File: src/hw/rtl/hcbd_pkg.sv
// Shared types, codes and byte classification for the chunked body decoder.
package hcbd_pkg;

  localparam logic [7:0] CHAR_CR   = 8'h0D;
  localparam logic [7:0] CHAR_LF   = 8'h0A;
  localparam logic [7:0] CHAR_SEMI = 8'h3B;

  typedef enum logic [3:0] {
    MODE_SIZE,
    MODE_SIZE_CR,
    MODE_EXT,
    MODE_EXT_CR,
    MODE_DATA,
    MODE_END_CR,
    MODE_END_LF,
    MODE_TRAILER,
    MODE_TRAILER_CR
  } mode_t;

  typedef enum logic [1:0] {
    ST_BUSY     = 2'd0,
    ST_DONE     = 2'd1,
    ST_BAD      = 2'd2,
    ST_TOOLARGE = 2'd3
  } status_t;

  typedef enum logic [2:0] {
    CLS_HEX,
    CLS_CR,
    CLS_LF,
    CLS_SEMI,
    CLS_OTHER
  } byte_cls_t;

  typedef struct packed {
    byte_cls_t   cls;
    logic [3:0]  hex_val;
    logic [7:0]  data;
  } hcbd_item_t;

  typedef struct packed {
    logic        body_valid;
    logic [7:0]  out_byte;
    status_t     status;
  } hcbd_result_t;

  function automatic hcbd_item_t classify(input logic [7:0] b);
    hcbd_item_t it;
    it.data    = b;
    it.hex_val = 4'd0;
    it.cls     = CLS_OTHER;
    if (b >= 8'h30 && b <= 8'h39) begin
      it.cls     = CLS_HEX;
      it.hex_val = 4'(b - 8'h30);
    end else if (b >= 8'h61 && b <= 8'h66) begin
      it.cls     = CLS_HEX;
      it.hex_val = 4'(b - 8'h61 + 8'd10);
    end else if (b >= 8'h41 && b <= 8'h46) begin
      it.cls     = CLS_HEX;
      it.hex_val = 4'(b - 8'h41 + 8'd10);
    end else if (b == CHAR_CR) begin
      it.cls = CLS_CR;
    end else if (b == CHAR_LF) begin
      it.cls = CLS_LF;
    end else if (b == CHAR_SEMI) begin
      it.cls = CLS_SEMI;
    end
    return it;
  endfunction

endpackage

File: src/hw/rtl/hcbd_fifo.sv
// Small register-based first-in first-out queue.
module hcbd_fifo #(
  parameter int WIDTH = 8,
  parameter int DEPTH = 4
) (
  input  logic             clk,
  input  logic             rst_n,
  input  logic             push,
  input  logic [WIDTH-1:0] wdata,
  output logic             full,
  input  logic             pop,
  output logic [WIDTH-1:0] rdata,
  output logic             empty
);

  localparam int AW = (DEPTH > 1) ? $clog2(DEPTH) : 1;
  localparam int CW = $clog2(DEPTH + 1);

  logic [WIDTH-1:0] mem_r [DEPTH];
  logic [AW-1:0]    wr_ptr_r, wr_ptr_nxt;
  logic [AW-1:0]    rd_ptr_r, rd_ptr_nxt;
  logic [CW-1:0]    count_r, count_nxt;
  logic             do_push, do_pop;

  assign full    = (count_r == CW'(DEPTH));
  assign empty   = (count_r == '0);
  assign do_push = push && !full;
  assign do_pop  = pop && !empty;
  assign rdata   = mem_r[rd_ptr_r];

  always_comb begin
    wr_ptr_nxt = wr_ptr_r;
    rd_ptr_nxt = rd_ptr_r;
    if (do_push) begin
      wr_ptr_nxt = (wr_ptr_r == AW'(DEPTH - 1)) ? '0 : wr_ptr_r + 1'b1;
    end
    if (do_pop) begin
      rd_ptr_nxt = (rd_ptr_r == AW'(DEPTH - 1)) ? '0 : rd_ptr_r + 1'b1;
    end
    count_nxt = count_r + CW'(do_push) - CW'(do_pop);
  end

  always_ff @(posedge clk) begin
    if (!rst_n) begin
      wr_ptr_r <= '0;
      rd_ptr_r <= '0;
      count_r  <= '0;
    end else begin
      wr_ptr_r <= wr_ptr_nxt;
      rd_ptr_r <= rd_ptr_nxt;
      count_r  <= count_nxt;
    end
  end

  always_ff @(posedge clk) begin
    if (do_push) begin
      mem_r[wr_ptr_r] <= wdata;
    end
  end

  a_count_bound: assert property (@(posedge clk) disable iff (!rst_n)
    count_r <= CW'(DEPTH))
    else $error("queue count beyond depth");

  a_count_grow: assert property (@(posedge clk) disable iff (!rst_n)
    (do_push && !do_pop) |=> (count_r == $past(count_r) + 1'b1))
    else $error("queue count did not grow on a lone write");

  a_ptr_gap: assert property (@(posedge clk) disable iff (!rst_n)
    (empty || full) |-> (wr_ptr_r == rd_ptr_r))
    else $error("queue pointers disagree with count");

endmodule

File: src/hw/rtl/hcbd_front.sv
// Front end: classifies each incoming byte and queues it for the decoder.
module hcbd_front
  import hcbd_pkg::*;
#(
  parameter int DEPTH = 4
) (
  input  logic       clk,
  input  logic       rst_n,
  input  logic [7:0] in_byte,
  input  logic       push,
  output logic       full,
  output hcbd_item_t item,
  output logic       item_avail,
  input  logic       item_take
);

  hcbd_item_t                  cls_item;
  logic [$bits(hcbd_item_t)-1:0] head_bits;
  logic                        q_empty;

  assign cls_item   = classify(in_byte);
  assign item       = hcbd_item_t'(head_bits);
  assign item_avail = !q_empty;

  hcbd_fifo #(
    .WIDTH ($bits(hcbd_item_t)),
    .DEPTH (DEPTH)
  ) u_queue (
    .clk   (clk),
    .rst_n (rst_n),
    .push  (push),
    .wdata (cls_item),
    .full  (full),
    .pop   (item_take),
    .rdata (head_bits),
    .empty (q_empty)
  );

endmodule

File: src/hw/rtl/hcbd_back.sv
// Back end: chunk framing state machine, size and total counters, limit checks.
module hcbd_back
  import hcbd_pkg::*;
#(
  parameter int COUNT_BITS = 32
) (
  input  logic         clk,
  input  logic         rst_n,
  input  logic         cfg_we,
  input  logic [31:0]  cfg_max_body_size,
  input  hcbd_item_t   item,
  input  logic         item_avail,
  output logic         item_take,
  input  logic         res_full,
  output logic         res_push,
  output hcbd_result_t res
);

  logic [31:0]           max_body_size_r;
  logic [COUNT_BITS-1:0] lim;
  mode_t                 mode_r, mode_nxt;
  status_t               status_r, status_nxt;
  logic [COUNT_BITS-1:0] chunk_left_r, chunk_left_nxt;
  logic [COUNT_BITS-1:0] body_total_r, body_total_nxt;
  logic [COUNT_BITS-1:0] digit;
  logic [COUNT_BITS-1:0] room;
  logic [COUNT_BITS:0]   line_sum;
  logic                  digit_over;
  logic                  line_over;
  logic                  fire;

  // The limit in force never exceeds what the counters can hold.
  generate
    if (COUNT_BITS >= 32) begin : g_lim_wide
      assign lim = COUNT_BITS'(max_body_size_r);
    end else begin : g_lim_narrow
      assign lim = (|max_body_size_r[31:COUNT_BITS]) ? '1
                                                     : max_body_size_r[COUNT_BITS-1:0];
    end
  endgenerate

  assign fire      = item_avail && !res_full;
  assign item_take = fire;
  assign res_push  = fire;

  assign digit      = {{(COUNT_BITS-4){1'b0}}, item.hex_val};
  assign room       = (lim - digit) >> 4;
  assign digit_over = (digit > lim) || (chunk_left_r > room);
  assign line_sum   = {1'b0, body_total_r} + {1'b0, chunk_left_r};
  assign line_over  = line_sum > {1'b0, lim};

  always_comb begin
    mode_nxt       = mode_r;
    status_nxt     = status_r;
    chunk_left_nxt = chunk_left_r;
    body_total_nxt = body_total_r;
    res.body_valid = 1'b0;
    res.out_byte   = 8'd0;
    if (status_r == ST_BUSY) begin
      case (mode_r)
        MODE_SIZE: begin
          case (item.cls)
            CLS_CR:   mode_nxt = MODE_SIZE_CR;
            CLS_SEMI: mode_nxt = MODE_EXT;
            CLS_HEX: begin
              if (digit_over) begin
                status_nxt = ST_TOOLARGE;
              end else begin
                chunk_left_nxt = {chunk_left_r[COUNT_BITS-5:0], item.hex_val};
              end
            end
            default:  status_nxt = ST_BAD;
          endcase
        end
        MODE_SIZE_CR, MODE_EXT_CR: begin
          if (item.cls == CLS_LF) begin
            // End of the size line: last chunk, oversize body, or data.
            if (chunk_left_r == '0) begin
              mode_nxt = MODE_TRAILER;
            end else if (line_over) begin
              status_nxt = ST_TOOLARGE;
            end else begin
              mode_nxt = MODE_DATA;
            end
          end else if (mode_r == MODE_SIZE_CR) begin
            status_nxt = ST_BAD;
          end else if (item.cls != CLS_CR) begin
            mode_nxt = MODE_EXT;
          end
        end
        MODE_EXT: begin
          if (item.cls == CLS_CR) begin
            mode_nxt = MODE_EXT_CR;
          end
        end
        MODE_DATA: begin
          res.body_valid = 1'b1;
          res.out_byte   = item.data;
          body_total_nxt = body_total_r + 1'b1;
          chunk_left_nxt = chunk_left_r - 1'b1;
          if (chunk_left_r == COUNT_BITS'(1)) begin
            mode_nxt = MODE_END_CR;
          end
        end
        MODE_END_CR: begin
          if (item.cls == CLS_CR) begin
            mode_nxt = MODE_END_LF;
          end else begin
            status_nxt = ST_BAD;
          end
        end
        MODE_END_LF: begin
          if (item.cls == CLS_LF) begin
            mode_nxt       = MODE_SIZE;
            chunk_left_nxt = '0;
          end else begin
            status_nxt = ST_BAD;
          end
        end
        MODE_TRAILER: begin
          if (item.cls == CLS_CR) begin
            mode_nxt = MODE_TRAILER_CR;
          end
        end
        MODE_TRAILER_CR: begin
          if (item.cls == CLS_LF) begin
            status_nxt = ST_DONE;
          end else if (item.cls != CLS_CR) begin
            mode_nxt = MODE_TRAILER;
          end
        end
        default: mode_nxt = MODE_SIZE;
      endcase
    end
    res.status = status_nxt;
  end

  always_ff @(posedge clk) begin
    if (!rst_n) begin
      max_body_size_r <= 32'd1048576;
      mode_r          <= MODE_SIZE;
      status_r        <= ST_BUSY;
      chunk_left_r    <= '0;
      body_total_r    <= '0;
    end else begin
      if (cfg_we) begin
        max_body_size_r <= cfg_max_body_size;
      end
      if (fire) begin
        mode_r       <= mode_nxt;
        status_r     <= status_nxt;
        chunk_left_r <= chunk_left_nxt;
        body_total_r <= body_total_nxt;
      end
    end
  end

  a_status_sticky: assert property (@(posedge clk) disable iff (!rst_n)
    (status_r != ST_BUSY) |=> (status_r == $past(status_r)))
    else $error("final status changed after it was set");

  a_data_has_bytes: assert property (@(posedge clk) disable iff (!rst_n)
    (mode_r == MODE_DATA) |-> (chunk_left_r != '0))
    else $error("data mode with no bytes left in the chunk");

  a_data_word_busy: assert property (@(posedge clk) disable iff (!rst_n)
    (fire && res.body_valid) |-> (res.status == ST_BUSY && status_r == ST_BUSY))
    else $error("body word emitted outside of an active decode");

  a_stall_holds: assert property (@(posedge clk) disable iff (!rst_n)
    !fire |=> (mode_r == $past(mode_r) && chunk_left_r == $past(chunk_left_r)))
    else $error("decoder state moved without consuming a word");

endmodule

File: src/hw/rtl/http_chunked_body_decoder_unit.sv
// Top level of the HTTP/1.1 chunked body decoder.
//
//   Channel   Direction  Handshake            Payload
//   input     in         push / full          in_byte
//   result    out        empty / pop          out_body_valid, out_byte, out_status
//   config    in         cfg_we               cfg_max_body_size
//
// One word in gives one word out; the block sustains one word per clock cycle while the result queue is not full.
// A word accepted into the input queue is decoded from the queue head and written
// to the result queue, from which it can be popped; the input queue and the result
// queue are the registers on that path, and a full result queue can hold it back.
// Reset is synchronous, clears both queues and the decoder state, and restores
// the default limit.
// Either side may stall freely: a full result queue holds the decoder, and the
// input queue keeps taking words until it too fills.
module http_chunked_body_decoder_unit
  import hcbd_pkg::*;
#(
  parameter int COUNT_BITS = 32
) (
  input  logic        clk,
  input  logic        rst_n,
  input  logic [7:0]  in_byte,
  input  logic        push,
  output logic        full,
  output logic        out_body_valid,
  output logic [7:0]  out_byte,
  output logic [1:0]  out_status,
  output logic        empty,
  input  logic        pop,
  input  logic        cfg_we,
  input  logic [31:0] cfg_max_body_size
);

  localparam int QUEUE_DEPTH = 4;

  hcbd_item_t                      item;
  logic                            item_avail;
  logic                            item_take;
  logic                            res_full;
  logic                            res_push;
  hcbd_result_t                    res;
  logic [$bits(hcbd_result_t)-1:0] head_bits;
  hcbd_result_t                    head;

  hcbd_front #(
    .DEPTH (QUEUE_DEPTH)
  ) u_front (
    .clk        (clk),
    .rst_n      (rst_n),
    .in_byte    (in_byte),
    .push       (push),
    .full       (full),
    .item       (item),
    .item_avail (item_avail),
    .item_take  (item_take)
  );

  hcbd_back #(
    .COUNT_BITS (COUNT_BITS)
  ) u_back (
    .clk               (clk),
    .rst_n             (rst_n),
    .cfg_we            (cfg_we),
    .cfg_max_body_size (cfg_max_body_size),
    .item              (item),
    .item_avail        (item_avail),
    .item_take         (item_take),
    .res_full          (res_full),
    .res_push          (res_push),
    .res               (res)
  );

  hcbd_fifo #(
    .WIDTH ($bits(hcbd_result_t)),
    .DEPTH (QUEUE_DEPTH)
  ) u_result_queue (
    .clk   (clk),
    .rst_n (rst_n),
    .push  (res_push),
    .wdata (res),
    .full  (res_full),
    .pop   (pop),
    .rdata (head_bits),
    .empty (empty)
  );

  assign head           = hcbd_result_t'(head_bits);
  assign out_body_valid = head.body_valid;
  assign out_byte       = head.out_byte;
  assign out_status     = head.status;

endmodule

File: config.mk
export PLATFORM = sky130hd
export DESIGN_NAME = http_chunked_body_decoder_unit
export DESIGN_NICKNAME = d
export VERILOG_FILES = /design/src/hw/rtl/hcbd_pkg.sv /design/src/hw/rtl/hcbd_fifo.sv /design/src/hw/rtl/hcbd_front.sv /design/src/hw/rtl/hcbd_back.sv /design/src/hw/rtl/http_chunked_body_decoder_unit.sv
export SDC_FILE = /design/constraint.sdc
export NUM_CORES = 1
export LEC_CHECK = 0
export BUFFER_PORTS_ARGS = -buffer_cell sky130_fd_sc_hd__buf_2
export CORE_ASPECT_RATIO = 0.8
export CORE_UTILIZATION = 30
export DETAILED_ROUTE_END_ITERATION = 8
export GPL_TIMING_DRIVEN = 0
export PLACE_DENSITY_LB_ADDON = 0.1
export SLEW_MARGIN = 20
export SYNTH_ARGS = -nofsm -noshare
export SYNTH_HDL_FRONTEND = slang
export SYNTH_SLANG_ARGS = --single-unit
File: constraint.sdc
create_clock -name clk -period 16.9 [get_ports clk]
set_clock_uncertainty 0.2 [all_clocks]
set_input_delay 0.845 -clock clk [delete_from_list [all_inputs] [get_ports clk]]
set_output_delay 0.845 -clock clk [all_outputs]
set_load 0.1 [all_outputs]
==> metrics.txt, run 1 <==
# TYPE chip_impl_metric gauge
chip_impl_info{name="run_status",value="complete, no violations"} 1
chip_impl_metric{name="route.detailed.wl_per_inst",unit="um"} 19.4
chip_impl_metric{name="share_of_total_power_in_combinational_logic",unit="%"} 46.7
chip_impl_metric{name="report.final.setup_viol",unit=""} 0
chip_impl_metric{name="postCtsSetupBuffers",unit=""} 0
chip_impl_metric{name="net-switching-power",unit="mW"} 1.12
chip_impl_metric{name="cts_stage_hold_buffer_count",unit=""} 0
chip_impl_metric{name="cp_slowest_stage_delay",unit="ns"} 0.76
chip_impl_metric{name="path_clk_slew",unit="ns"} 0.06
chip_impl_metric{name="clkSinkCount",unit=""} 224
chip_impl_metric{name="grt_overflow",unit=""} 0
chip_impl_metric{name="post-place-cells",unit=""} 2090
chip_impl_metric{name="postRouteAntennaNets",unit=""} 0
chip_impl_info{name="clk_root_buffer_cell",value="sky130_fd_sc_hd__clkbuf_16"} 1
chip_impl_metric{name="achievable-frequency",unit="MHz"} 120
chip_impl_metric{name="detailed_place_hpwl",unit="um"} 31000
chip_impl_metric{name="area.growth.synth_to_final",unit="%"} 14.5
chip_impl_metric{name="ir_worst_vdd",unit="mV"} 0.0821
chip_impl_metric{name="clockPowerShare",unit="%"} 24.7
chip_impl_metric{name="yosysSeqAreaShare",unit="%"} 40.4
chip_impl_metric{name="overall_track_demand_over_capacity_in_global_routing",unit="%"} 17.9
chip_impl_metric{name="die_w",unit="um"} 241
chip_impl_metric{name="postSynthCellCount",unit=""} 1431
chip_impl_metric{name="power.density_cell_area",unit="mW/mm^2"} 162
chip_impl_metric{name="bufs_on_longest_clock_path",unit=""} 3
chip_impl_info{name="critical_path.cell_chain",value="buf_2 -> buf_1 -> mux4_2 -> inv_1 -> ha_1 -> a21o_1 -> o21ai_1 -> nand3_1 -> nor4_1 -> nand2_1 -> or3_1 -> and2_1 -> ha_1 -> nand4_1 -> nor2_1 -> nand3_1 -> or4_1 -> o211ai_1 -> a21o_1 -> clkbuf_1 -> nand2_1 -> o32ai_1"} 1
chip_impl_metric{name="max_cap_violations",unit=""} 0
chip_impl_metric{name="sequentialPowerShare",unit="%"} 28.6
chip_impl_metric{name="port_buffers",unit=""} 56
chip_impl_metric{name="maxSlewHeadroom",unit="%"} 18.5
chip_impl_metric{name="final_core_utilization",unit="%"} 35.1
chip_impl_metric{name="synth_nets",unit=""} 1595
chip_impl_metric{name="die_boundary_height",unit="um"} 193
chip_impl_metric{name="antenna_violations_before_repair",unit=""} 0
chip_impl_metric{name="crit_path_max_fanout",unit=""} 10
chip_impl_metric{name="power.internal",unit="mW"} 1.42
chip_impl_info{name="ys_dominant_reg_cell",value="sky130_fd_sc_hd__dfxtp_1"} 1
chip_impl_info{name="worst_path_max_delay_cell",value="sky130_fd_sc_hd__o21ai_1"} 1
chip_impl_metric{name="layout-drive-gt1-share",unit="%"} 9.30
chip_impl_metric{name="fin_tns_setup",unit="ns"} 0
chip_impl_metric{name="start_util",unit="%"} 30.6
chip_impl_metric{name="finalNonFillerCells",unit=""} 2141
chip_impl_metric{name="initialDrtViolationCount",unit=""} 850
chip_impl_metric{name="post-route-drc-count",unit=""} 0
chip_impl_metric{name="synthAdderAreaFrac",unit="%"} 11.0
chip_impl_metric{name="period_share",unit="%"} 49.2
chip_impl_metric{name="design.final.nets",unit=""} 1680
chip_impl_metric{name="worst_ep_required_time",unit="ns"} 17.17
chip_impl_metric{name="wl",unit="um"} 41500
chip_impl_info{name="critical_path_start_type",value="flop"} 1
chip_impl_metric{name="fin_worst_hold_slack",unit="ns"} 0.289
chip_impl_metric{name="via_per_inst",unit=""} 5.21
chip_impl_metric{name="dieArea",unit="sq mm"} 0.0465
chip_impl_metric{name="yosys_warnings",unit=""} 0
chip_impl_metric{name="worst-endpoint-arrival",unit="ns"} 8.58
chip_impl_metric{name="fin_crit",unit="ns"} 8.31
chip_impl_info{name="setup.worst_path.end_class",value="flop"} 1
chip_impl_metric{name="synth-compound-area-share",unit="%"} 15.3
chip_impl_metric{name="total_standard_cell_area_after_synthesis",unit="sq mm"} 0.0137
chip_impl_metric{name="clock_buffer_count_from_cts",unit=""} 27
chip_impl_info{name="tritoncts_clock_tree",value="built"} 1
chip_impl_info{name="critical_path.top_delay_family",value="simple AND/OR/NAND/NOR gates"} 1
chip_impl_metric{name="rows",unit=""} 69
chip_impl_info{name="path_class",value="reg -> reg"} 1
chip_impl_info{name="worstHoldPathType",value="reg -> reg"} 1
chip_impl_metric{name="synth_xor_xnor_area_share",unit="%"} 5.18
chip_impl_metric{name="netlist-cell-type-count",unit=""} 78
chip_impl_metric{name="finalWeightedCongestion",unit=""} 0.881
chip_impl_metric{name="insertion_delay",unit="ns"} 0.58
chip_impl_metric{name="vias",unit=""} 11200
chip_impl_metric{name="cts_resized",unit=""} 0
chip_impl_metric{name="critical_path_buf_inv_count",unit=""} 4
chip_impl_metric{name="mapped_avg_cell_area",unit="sq um"} 9.57
chip_impl_metric{name="synth-simple-area-share",unit="%"} 17.2
chip_impl_metric{name="synth_edf_count",unit=""} 104
chip_impl_metric{name="via_count_of_the_first_global_routing_pass",unit=""} 10600
chip_impl_info{name="rsz0062_at_grt",value="false"} 1
chip_impl_metric{name="cellLeakagePower",unit="nW"} 6.09
chip_impl_metric{name="io_pins",unit=""} 58
chip_impl_metric{name="postSynthRegisterBits",unit=""} 224
chip_impl_metric{name="detail_route.first_pass.iterations",unit=""} 5
chip_impl_metric{name="final-max-slew-violation-count",unit=""} 0
chip_impl_metric{name="cts_max_level",unit=""} 1
chip_impl_info{name="synth_top_family_by_area",value="simple AND/OR/NAND/NOR gates"} 1
chip_impl_metric{name="p_sw_share",unit="%"} 44.2
chip_impl_metric{name="grt_first_pass_wirelength",unit="um"} 64100
chip_impl_metric{name="final_hold_viol_count",unit=""} 0
chip_impl_metric{name="grt_start_max_net_pins",unit=""} 16
chip_impl_metric{name="fp.coreArea",unit="sq mm"} 0.0447
chip_impl_metric{name="tightest_slew",unit="ns"} 1.21
chip_impl_metric{name="synth-async-reset-ratio",unit="%"} 0
chip_impl_metric{name="mux_contribution_to_synthesized_area",unit="%"} 6.84
## logic make-up after synthesis
group / Yosys count
flip-flops: 224
AND/OR/NAND/NOR: 475
adder cells (fa/ha/maj): 119
AO/OA/AOI/OAI: 325
XOR/XNOR: 81
multiplexers: 61
buffers and inverters: 146
## tightest hold or removal path: cells and delay by family, from the launching register on
kind             cells  cell delay, ns
AND/OR/NAND/NOR      1            0.05
AO/OA/AOI/OAI        1            0.07
flip-flops           1            0.31
## final cells by class
cell class / instances / area (sq um)
antenna: 1 / 2.50
buffer: 64 / 250
clock buffer: 36 / 719
clock inverter: 14 / 220
fill: 4618 / 29000
inverter: 82 / 308
multi-input combinational: 1061 / 7620
sequential: 224 / 5530
tap: 603 / 754
timing repair buffer: 56 / 280
## cells in the mapped netlist, types with 18 or more instances
cell type	instances	area share (%)
sky130_fd_sc_hd__o31ai_1	24	1.3
sky130_fd_sc_hd__xnor2_1	55	3.5
sky130_fd_sc_hd__a21oi_1	123	4.5
sky130_fd_sc_hd__nor4_1	22	1.0
sky130_fd_sc_hd__nor3_1	47	1.7
sky130_fd_sc_hd__a21o_1	18	0.99
sky130_fd_sc_hd__ha_1	116	11
sky130_fd_sc_hd__o21ai_0	42	1.5
sky130_fd_sc_hd__nor2_1	136	3.7
sky130_fd_sc_hd__nand2_1	95	2.6
sky130_fd_sc_hd__inv_1	79	2.2
sky130_fd_sc_hd__xor2_1	26	1.7
sky130_fd_sc_hd__nand3_1	51	1.9
sky130_fd_sc_hd__clkbuf_1	48	1.3
sky130_fd_sc_hd__and3_1	19	0.87
sky130_fd_sc_hd__nand4_1	24	1.1
sky130_fd_sc_hd__mux4_2	26	4.3
sky130_fd_sc_hd__mux2i_1	34	2.5
sky130_fd_sc_hd__edfxtp_1	104	23
sky130_fd_sc_hd__dfxtp_1	120	18
## routing by layer
layer	vias to the layer above	GRT usage [%]	wire length (um)
met2	271	25.9	17000
li1	5486	-	-
met3	40	2.69	2020
met4	0	3.19	589
met1	5361	28.0	21900
met5	-	0.104	0
## placed cells by master (no fill, tap or decap), types with 47 or more instances in the layout
cell,count
sky130_fd_sc_hd__nor3_1,47
sky130_fd_sc_hd__nand3_1,51
sky130_fd_sc_hd__clkbuf_1,56
sky130_fd_sc_hd__edfxtp_1,104
sky130_fd_sc_hd__ha_1,116
sky130_fd_sc_hd__inv_1,79
sky130_fd_sc_hd__buf_2,64
sky130_fd_sc_hd__a21oi_1,123
sky130_fd_sc_hd__dfxtp_1,120
sky130_fd_sc_hd__xnor2_1,55
sky130_fd_sc_hd__nor2_1,136
sky130_fd_sc_hd__nand2_1,95
## metrics by stage
| stage | total power [mW] | setup WS [ns] | instance area, sq um |
|---|---|---|---|
| 2_1_floorplan | 1.59 | 11.05 | 13700 |
| 3_3_place_gp | 1.91 | 8.70 | 14700 |
| 3_5_place_dp | 1.91 | 8.67 | 14700 |
| 4_1_cts | 2.55 | 8.61 | 15700 |
| 5_1_grt | 2.69 | 7.87 | 15700 |
| 6_report | 2.54 | 8.59 | 15700 |
## flip-flops by register name (all words and copies together) (netlist names), 3 cells and up, named ones only
signal                   count
u_result_queue.count_r       3
u_back.body_total_r         32
u_front.u_queue.mem_r       60
u_back.mode_r                4
u_back.chunk_left_r         32
u_back.lim                  32
u_front.u_queue.count_r      3
u_result_queue.mem_r        44
## final timing paths
kind	from	endpoint	slack, ns	depth (start not counted)
worst max-delay path	flop	u_back.chunk_left_r[20]$_SDFFE_PN0P_	8.59	22
worst min-delay path	u_front.u_queue.rd_ptr_r[1]$_SDFFE_PN0P_	flop	0.29	2
worst max register to register	flop	u_back.chunk_left_r[20]$_SDFFE_PN0P_	8.59	22
worst min register to register	u_front.u_queue.rd_ptr_r[1]$_SDFFE_PN0P_	flop	0.29	2
## power groups by stage
stage               sequential (mW)  combinational, mW  clock [mW]
finish                        0.725               1.18       0.626
global route                  0.735               1.30       0.664
CTS                           0.725               1.18       0.643
detailed placement            0.737               1.17           0
global placement              0.735               1.17           0
floorplan                     0.710              0.880           0
Power figures use the tool's default switching activity.
==> inputs of run 2 (changes only) <==
Clock period 16.9 ns to 8 ns, I/O delays scaled along.
==> metrics.txt, run 2 (synthesized netlist as in run 1, its figures left out) <==
# TYPE chip_impl_metric gauge
chip_impl_info{name="run_status",value="complete, no violations"} 1
chip_impl_info{name="worst_path_max_delay_cell",value="sky130_fd_sc_hd__mux4_2"} 1
chip_impl_metric{name="achievable-frequency",unit="MHz"} 136
chip_impl_metric{name="path_clk_slew",unit="ns"} 0.07
chip_impl_metric{name="total_power",unit="mW"} 5.38
chip_impl_metric{name="tightest_slew",unit="ns"} 1.20
chip_impl_info{name="critical_path.cell_chain",value="buf_2 -> mux4_2 -> inv_1 -> ha_1 -> a21o_1 -> o21ai_2 -> nand3_1 -> nor4_1 -> nand2_1 -> or3_1 -> and2_1 -> ha_1 -> nand4_1 -> nor2_1 -> nand3_1 -> or4_1 -> o211ai_1 -> a21o_1 -> clkbuf_1 -> clkbuf_1 -> nand3_1 -> a21oi_1"} 1
chip_impl_metric{name="die_w",unit="um"} 241
chip_impl_metric{name="port_buffers",unit=""} 56
chip_impl_metric{name="fin_worst_hold_slack",unit="ns"} 0.116
chip_impl_metric{name="grt_overflow",unit=""} 0
chip_impl_metric{name="detailed_place_hpwl",unit="um"} 31000
chip_impl_metric{name="cts_max_level",unit=""} 1
chip_impl_metric{name="post-route-worst-setup-slack",unit="ns"} 0.641
chip_impl_metric{name="final-max-slew-violation-count",unit=""} 0
chip_impl_metric{name="timing.reg2reg.setup_slack",unit="ns"} 0.64
chip_impl_metric{name="via_per_inst",unit=""} 5.19
chip_impl_metric{name="area.growth.synth_to_final",unit="%"} 17.5
chip_impl_metric{name="finalWeightedCongestion",unit=""} 0.881
chip_impl_metric{name="post-route-drc-count",unit=""} 0
chip_impl_info{name="critical_path.reg2reg.endpoint",value="u_back.chunk_left_r[29]$_SDFFE_PN0P_"} 1
chip_impl_metric{name="power.internal",unit="mW"} 3.00
chip_impl_metric{name="fp.coreArea",unit="sq mm"} 0.0447
chip_impl_metric{name="clock_buffer_count_from_cts",unit=""} 27
chip_impl_metric{name="fillerInstances",unit=""} 4599
chip_impl_metric{name="dp_slack",unit="ns"} -0.230
chip_impl_metric{name="worst-endpoint-arrival",unit="ns"} 7.65
chip_impl_info{name="setup.worst_path.end",value="u_back.chunk_left_r[29]$_SDFFE_PN0P_"} 1
chip_impl_info{name="setup.worst_path.end_class",value="flop"} 1
chip_impl_metric{name="postRouteAntennaNets",unit=""} 0
chip_impl_metric{name="share_of_total_power_in_combinational_logic",unit="%"} 46.9
chip_impl_metric{name="clkSinkCount",unit=""} 224
chip_impl_info{name="path_common_cell",value="sky130_fd_sc_hd__nand3_1"} 1
chip_impl_info{name="tritoncts_clock_tree",value="built"} 1
chip_impl_info{name="clk_root_buffer_cell",value="sky130_fd_sc_hd__clkbuf_16"} 1
chip_impl_metric{name="bufs_on_longest_clock_path",unit=""} 3
chip_impl_metric{name="power.density_cell_area",unit="mW/mm^2"} 334
chip_impl_metric{name="clockPowerShare",unit="%"} 24.6
chip_impl_metric{name="cp_slowest_stage_delay",unit="ns"} 0.60
chip_impl_metric{name="io_pins",unit=""} 58
chip_impl_metric{name="net-switching-power",unit="mW"} 2.38
chip_impl_metric{name="dieArea",unit="sq mm"} 0.0465
chip_impl_metric{name="worst-r2r-cell-count",unit=""} 22
chip_impl_metric{name="postCtsSetupBuffers",unit=""} 0
chip_impl_metric{name="max_cap_violations",unit=""} 0
chip_impl_metric{name="wl",unit="um"} 41600
chip_impl_metric{name="insertion_delay",unit="ns"} 0.57
chip_impl_metric{name="design.final.nets",unit=""} 1720
chip_impl_metric{name="start_util",unit="%"} 30.6
chip_impl_metric{name="vias",unit=""} 11300
chip_impl_metric{name="report.final.setup_viol",unit=""} 0
chip_impl_metric{name="worst_ep_required_time",unit="ns"} 8.29
chip_impl_metric{name="rows",unit=""} 69
chip_impl_info{name="reg_top3",value="u_front.u_queue.mem_r x60, u_result_queue.mem_r x44"} 1
chip_impl_info{name="critical_path_start_type",value="flop"} 1
chip_impl_info{name="rsz0062_at_grt",value="false"} 1
chip_impl_metric{name="area_used_by_sequential_logic_in_the_layout",unit="sq mm"} 0.00553
chip_impl_info{name="worstHoldPathType",value="in -> reg"} 1
chip_impl_metric{name="period_share",unit="%"} 92.0
chip_impl_metric{name="cellLeakagePower",unit="nW"} 6.26
chip_impl_metric{name="layout-drive-gt1-share",unit="%"} 9.26
chip_impl_info{name="layout_commonest_cell",value="sky130_fd_sc_hd__nor2_1"} 1
chip_impl_metric{name="fin_tns_setup",unit="ns"} 0
chip_impl_metric{name="detail_route.first_pass.iterations",unit=""} 5
chip_impl_metric{name="ir_worst_vdd",unit="mV"} 0.176
chip_impl_metric{name="via_count_of_the_first_global_routing_pass",unit=""} 10700
chip_impl_info{name="max_flop_register",value="u_front.u_queue.mem_r"} 1
chip_impl_metric{name="fin_crit",unit="ns"} 7.36
chip_impl_metric{name="multi_input_comb_area",unit="sq mm"} 0.00762
chip_impl_metric{name="sequentialPowerShare",unit="%"} 28.5
chip_impl_metric{name="overall_track_demand_over_capacity_in_global_routing",unit="%"} 18.0
chip_impl_metric{name="crit_path_max_fanout",unit=""} 15
chip_impl_metric{name="route.detailed.wl_per_inst",unit="um"} 19.1
chip_impl_metric{name="initialDrtViolationCount",unit=""} 876
chip_impl_info{name="most-common-layout-cells",value="sky130_fd_sc_hd__nor2_1 (136), sky130_fd_sc_hd__a21oi_1 (123), sky130_fd_sc_hd__dfxtp_1 (120), sky130_fd_sc_hd__ha_1 (116), sky130_fd_sc_hd__edfxtp_1 (104)"} 1
chip_impl_metric{name="p_sw_share",unit="%"} 44.2
chip_impl_metric{name="die_boundary_height",unit="um"} 193
chip_impl_metric{name="maxSlewHeadroom",unit="%"} 19.1
chip_impl_metric{name="flip_flop_count_of_the_largest_register_all_copies_and_words_added",unit=""} 60
chip_impl_metric{name="grt_first_pass_wirelength",unit="um"} 64300
chip_impl_metric{name="antenna_violations_before_repair",unit=""} 0
chip_impl_metric{name="final_hold_viol_count",unit=""} 0
chip_impl_metric{name="grt_start_max_net_pins",unit=""} 16
chip_impl_info{name="path_class",value="reg -> reg"} 1
[run 2: what timing repair did]
action	CTS	global route
gates resized for setup	0	4
hold buffers	41	0
endpoints found under the hold margin	67	0
pin swaps	0	0
setup endpoints to repair	22	24
[run 2: final cells by class]
type	instances	share of cell area, %
inverters	82	1.91
multi-input cells	1061	47.4
flip-flops and latches	224	34.3
diodes	1	0.0156
clock inverters	14	1.37
plain buffers	63	1.54
clock buffers	36	4.47
well taps	603	4.69
repair buffers	97	4.29
[run 2: layer usage]
metal	global-route usage [%]	vias up	part of all wire [%]
met4	3.33	0	1.4
met1	28.0	5448	52
met3	2.56	44	5.0
met2	26.1	264	41
met5	0.104	-	0
li1	-	5571	-
[run 2: worst min path at each step]
stage / from / end / cells past startpoint
2_1_floorplan: u_front.u_queue.rd_ptr_r[1]$_SDFFE_PN0P_ / flop / 2
3_3_place_gp: u_front.u_queue.rd_ptr_r[1]$_SDFFE_PN0P_ / u_front.u_queue.rd_ptr_r[1]$_SDFFE_PN0P_ / 2
3_5_place_dp: u_front.u_queue.rd_ptr_r[1]$_SDFFE_PN0P_ / flop / 2
4_1_cts: push / u_front.u_queue.wr_ptr_r[1]$_SDFFE_PN0P_ / 4
5_1_grt: push / u_front.u_queue.wr_ptr_r[1]$_SDFFE_PN0P_ / 4
6_report: pop / u_result_queue.rd_ptr_r[0]$_SDFFE_PN0P_ / 4
[run 2: power by group through the flow]
| stage | clock network, mW | registers, mW | logic, mW |
|---|---|---|---|
| finish | 1.32 | 1.53 | 2.52 |
| global placement | 0 | 1.55 | 2.48 |
| detailed placement | 0 | 1.56 | 2.48 |
| floorplan | 0 | 1.50 | 1.86 |
| global route | 1.40 | 1.55 | 2.76 |
| CTS | 1.36 | 1.53 | 2.51 |
[run 2: worst max-delay path: cells and delay by family, from the launching register on]
kind	cells	cell delay, ns
compound gates	5	1.30
fa+ha+maj	2	0.54
buf+inv	4	1.53
flops	1	0.30
mux	1	0.60
simple gates	10	2.79
[run 2: stage by stage]
step	std cells	area (sq um)	utilization, %
6_report	2181	16100	36.0
5_1_grt	2180	16100	36.0
4_1_cts	2180	16100	35.9
3_5_place_dp	2090	14700	32.9
3_3_place_gp	2090	14700	32.9
2_1_floorplan	1431	13700	-
==> inputs of run 3 (changes only) <==
Settings changed: CTS_BUF_LIST set to sky130_fd_sc_hd__clkbuf_8, TNS_END_PERCENT set to 50.
Clock period 8 ns to 8.1 ns, I/O delays scaled along.
==> metrics.txt, run 3 (synthesized netlist as in run 1, its figures left out) <==
# TYPE chip_impl_metric gauge
chip_impl_metric{name="via_count_of_the_first_global_routing_pass",unit=""} 10900
chip_impl_metric{name="max_cap_violations",unit=""} 0
chip_impl_info{name="global_route.peak_usage_layer",value="met1"} 1
chip_impl_metric{name="path_clk_slew",unit="ns"} 0.06
chip_impl_metric{name="sequentialPowerShare",unit="%"} 29.4
chip_impl_info{name="setup.worst_path.end_class",value="flop"} 1
chip_impl_metric{name="clkSinkCount",unit=""} 224
chip_impl_metric{name="tightest_slew",unit="ns"} 1.07
chip_impl_metric{name="worst-r2r-cell-count",unit=""} 21
chip_impl_metric{name="cts_max_level",unit=""} 2
chip_impl_metric{name="port_buffers",unit=""} 56
chip_impl_metric{name="critical_path_buf_inv_count",unit=""} 3
chip_impl_metric{name="antenna_violations_before_repair",unit=""} 0
chip_impl_metric{name="globalRouteMet3Util",unit="%"} 3.67
chip_impl_metric{name="start_util",unit="%"} 30.6
chip_impl_metric{name="ir_worst_vdd",unit="mV"} 0.159
chip_impl_metric{name="crit_path_max_fanout",unit=""} 15
chip_impl_metric{name="post-route-cell-area",unit="sq mm"} 0.0160
chip_impl_metric{name="bufs_on_longest_clock_path",unit=""} 3
chip_impl_info{name="max_flop_register",value="u_front.u_queue.mem_r"} 1
chip_impl_metric{name="final-max-slew-violation-count",unit=""} 0
chip_impl_metric{name="grtUsageMet1",unit="%"} 27.7
chip_impl_metric{name="route.detailed.wl_per_inst",unit="um"} 19.0
chip_impl_info{name="critical_path.top_delay_family",value="simple AND/OR/NAND/NOR gates"} 1
chip_impl_metric{name="fillerInstances",unit=""} 4629
chip_impl_metric{name="clockPowerShare",unit="%"} 22.2
chip_impl_metric{name="period_share",unit="%"} 91.5
chip_impl_metric{name="fp.coreArea",unit="sq mm"} 0.0447
chip_impl_metric{name="hold_path_depth",unit=""} 4
chip_impl_metric{name="io_pins",unit=""} 58
chip_impl_info{name="path_class",value="reg -> reg"} 1
chip_impl_metric{name="achievable-frequency",unit="MHz"} 135
chip_impl_metric{name="final_hold_viol_count",unit=""} 0
chip_impl_info{name="rsz0062_at_grt",value="false"} 1
chip_impl_info{name="tritoncts_clock_tree",value="built"} 1
chip_impl_metric{name="report.final.setup_viol",unit=""} 0
chip_impl_info{name="most-common-layout-cells",value="sky130_fd_sc_hd__nor2_1 (136), sky130_fd_sc_hd__a21oi_1 (123), sky130_fd_sc_hd__dfxtp_1 (120), sky130_fd_sc_hd__ha_1 (116), sky130_fd_sc_hd__edfxtp_1 (104)"} 1
chip_impl_metric{name="overall_track_demand_over_capacity_in_global_routing",unit="%"} 18.3
chip_impl_metric{name="via_per_inst",unit=""} 5.13
chip_impl_metric{name="maxSlewHeadroom",unit="%"} 28.3
chip_impl_metric{name="p_sw_share",unit="%"} 46.0
chip_impl_info{name="run_status",value="complete, no violations"} 1
chip_impl_metric{name="share_of_total_power_in_combinational_logic",unit="%"} 48.4
chip_impl_metric{name="die_w",unit="um"} 241
chip_impl_metric{name="wl",unit="um"} 41900
chip_impl_metric{name="detailed_place_hpwl",unit="um"} 31000
chip_impl_metric{name="post-route-drc-count",unit=""} 0
chip_impl_metric{name="area.growth.synth_to_final",unit="%"} 16.9
chip_impl_metric{name="insertion_delay",unit="ns"} 0.62
chip_impl_metric{name="initialDrtViolationCount",unit=""} 831
chip_impl_metric{name="layout-drive-gt1-share",unit="%"} 10.3
chip_impl_metric{name="postRouteAntennaNets",unit=""} 0
chip_impl_metric{name="instance_area_after_placement",unit="sq mm"} 0.0147
chip_impl_metric{name="grt_start_max_net_pins",unit=""} 16
chip_impl_metric{name="fin_crit",unit="ns"} 7.41
chip_impl_metric{name="worst_ep_required_time",unit="ns"} 8.40
chip_impl_metric{name="power.density_cell_area",unit="mW/mm^2"} 322
chip_impl_metric{name="clock_buffer_count_from_cts",unit=""} 43
chip_impl_metric{name="global_route.usage.met2",unit="%"} 25.8
chip_impl_metric{name="design.final.nets",unit=""} 1736
chip_impl_info{name="critical_path.cell_chain",value="buf_2 -> mux4_2 -> inv_1 -> ha_1 -> a21o_1 -> o21ai_2 -> nand3_1 -> nor4_1 -> nand2_1 -> or3_1 -> and2_1 -> ha_1 -> nand4_1 -> nor2_1 -> nand3_1 -> or4_1 -> o211ai_1 -> a21o_1 -> clkbuf_1 -> nand2_1 -> o31ai_1"} 1
chip_impl_metric{name="cellLeakagePower",unit="nW"} 6.33
chip_impl_metric{name="dp_slack",unit="ns"} -0.130
chip_impl_info{name="reg_top3",value="u_front.u_queue.mem_r x60, u_result_queue.mem_r x44"} 1
chip_impl_metric{name="flip_flop_count_of_the_largest_register_all_copies_and_words_added",unit=""} 60
chip_impl_metric{name="cp_slowest_stage_delay",unit="ns"} 0.60
chip_impl_metric{name="fin_worst_hold_slack",unit="ns"} 0.0738
chip_impl_info{name="clk_root_buffer_cell",value="sky130_fd_sc_hd__clkbuf_8"} 1
chip_impl_info{name="worst_path_max_delay_cell",value="sky130_fd_sc_hd__mux4_2"} 1
chip_impl_metric{name="dieArea",unit="sq mm"} 0.0465
chip_impl_metric{name="net-switching-power",unit="mW"} 2.37
chip_impl_metric{name="power.internal",unit="mW"} 2.78
chip_impl_info{name="worstHoldPathType",value="in -> reg"} 1
chip_impl_metric{name="detail_route.first_pass.iterations",unit=""} 6
chip_impl_metric{name="post-route-worst-setup-slack",unit="ns"} 0.686
chip_impl_metric{name="grt_overflow",unit=""} 0
chip_impl_info{name="critical_path_start_type",value="flop"} 1
chip_impl_metric{name="cp_num_cells",unit=""} 21
chip_impl_metric{name="finalWeightedCongestion",unit=""} 0.881
chip_impl_metric{name="vias",unit=""} 11300
chip_impl_metric{name="postCtsSetupBuffers",unit=""} 0
chip_impl_metric{name="grt_first_pass_wirelength",unit="um"} 64500
chip_impl_info{name="layout_commonest_cell",value="sky130_fd_sc_hd__nor2_1"} 1
chip_impl_metric{name="rows",unit=""} 69
chip_impl_metric{name="worst-endpoint-arrival",unit="ns"} 7.72
chip_impl_metric{name="num_antenna_cells",unit=""} 0
chip_impl_metric{name="final_core_utilization",unit="%"} 35.8
chip_impl_metric{name="die_boundary_height",unit="um"} 193
[run 3: cell types whose count changed in the layout (fill, tap and decap cells not counted), moves of 3 or more]
cell,before,now
sky130_fd_sc_hd__clkbuf_16,27,0
sky130_fd_sc_hd__bufinv_16,5,1
sky130_fd_sc_hd__clkbuf_8,1,50
sky130_fd_sc_hd__clkinv_2,0,6
sky130_fd_sc_hd__clkinv_4,3,0
sky130_fd_sc_hd__clkbuf_1,55,47
sky130_fd_sc_hd__inv_1,79,97
[run 3: tightest hold or removal path: cells and delay by family]
kind / cells / cell delay (ns)
simple gates: 2 / 0.28
buf+inv: 1 / 0.10
compound gates: 1 / 0.05
[run 3: layer usage]
layer  routed length, um  up-vias  part of all wire, %
met5                   0        -                    0
met4                 834        0                  2.0
met3                2360       56                  5.6
met2               16900      273                   40
met1               21800     5407                   52
li1                    -     5596                    -
[run 3: final cells by class]
| type | count | area [sq um] | share of cell area [%] |
|---|---|---|---|
| sequential | 224 | 5530 | 34.5 |
| buffer | 63 | 248 | 1.55 |
| clock inverter | 30 | 176 | 1.10 |
| clock buffer | 50 | 688 | 4.30 |
| tap | 603 | 754 | 4.71 |
| inverter | 82 | 308 | 1.92 |
| multi-input combinational | 1061 | 7620 | 47.6 |
| timing repair buffer | 97 | 691 | 4.31 |
[run 3: timing repair]
item | in CTS | in global routing
pin swaps | 0 | 0
gates cloned | 0 | 0
hold buffers | 41 | 0
hold endpoints to repair | 70 | 0
endpoints found under the setup margin | 18 | 22
resized for setup | 0 | 3
[run 3: power by group through the flow]
| stage | clock network [mW] | logic, mW | registers (mW) |
|---|---|---|---|
| 2_1_floorplan | 0 | 1.84 | 1.48 |
| 3_3_place_gp | 0 | 2.45 | 1.53 |
| 3_5_place_dp | 0 | 2.45 | 1.54 |
| 4_1_cts | 1.18 | 2.48 | 1.51 |
| 5_1_grt | 1.23 | 2.72 | 1.54 |
| 6_report | 1.14 | 2.49 | 1.51 |
[run 3: per-stage QoR]
stage | cells | power (mW) | setup TNS, ns
after floorplan | 1431 | 3.32 | 0
after global placement | 2090 | 3.98 | -0.333
after detailed placement | 2090 | 3.99 | -1.03
after CTS | 2210 | 5.17 | 0
after global routing | 2210 | 5.49 | 0
final | 2210 | 5.15 | 0
[run 3: final timing paths]
check	start	slack, ns	to
min	push	0.07	u_front.u_queue.wr_ptr_r[1]$_SDFFE_PN0P_
max reg2reg	flop	0.69	u_back.chunk_left_r[30]$_SDFFE_PN0P_
max	flop	0.69	u_back.chunk_left_r[30]$_SDFFE_PN0P_
min reg2reg	u_front.u_queue.rd_ptr_r[1]$_SDFFE_PN0P_	0.28	u_front.u_queue.rd_ptr_r[1]$_SDFFE_PN0P_
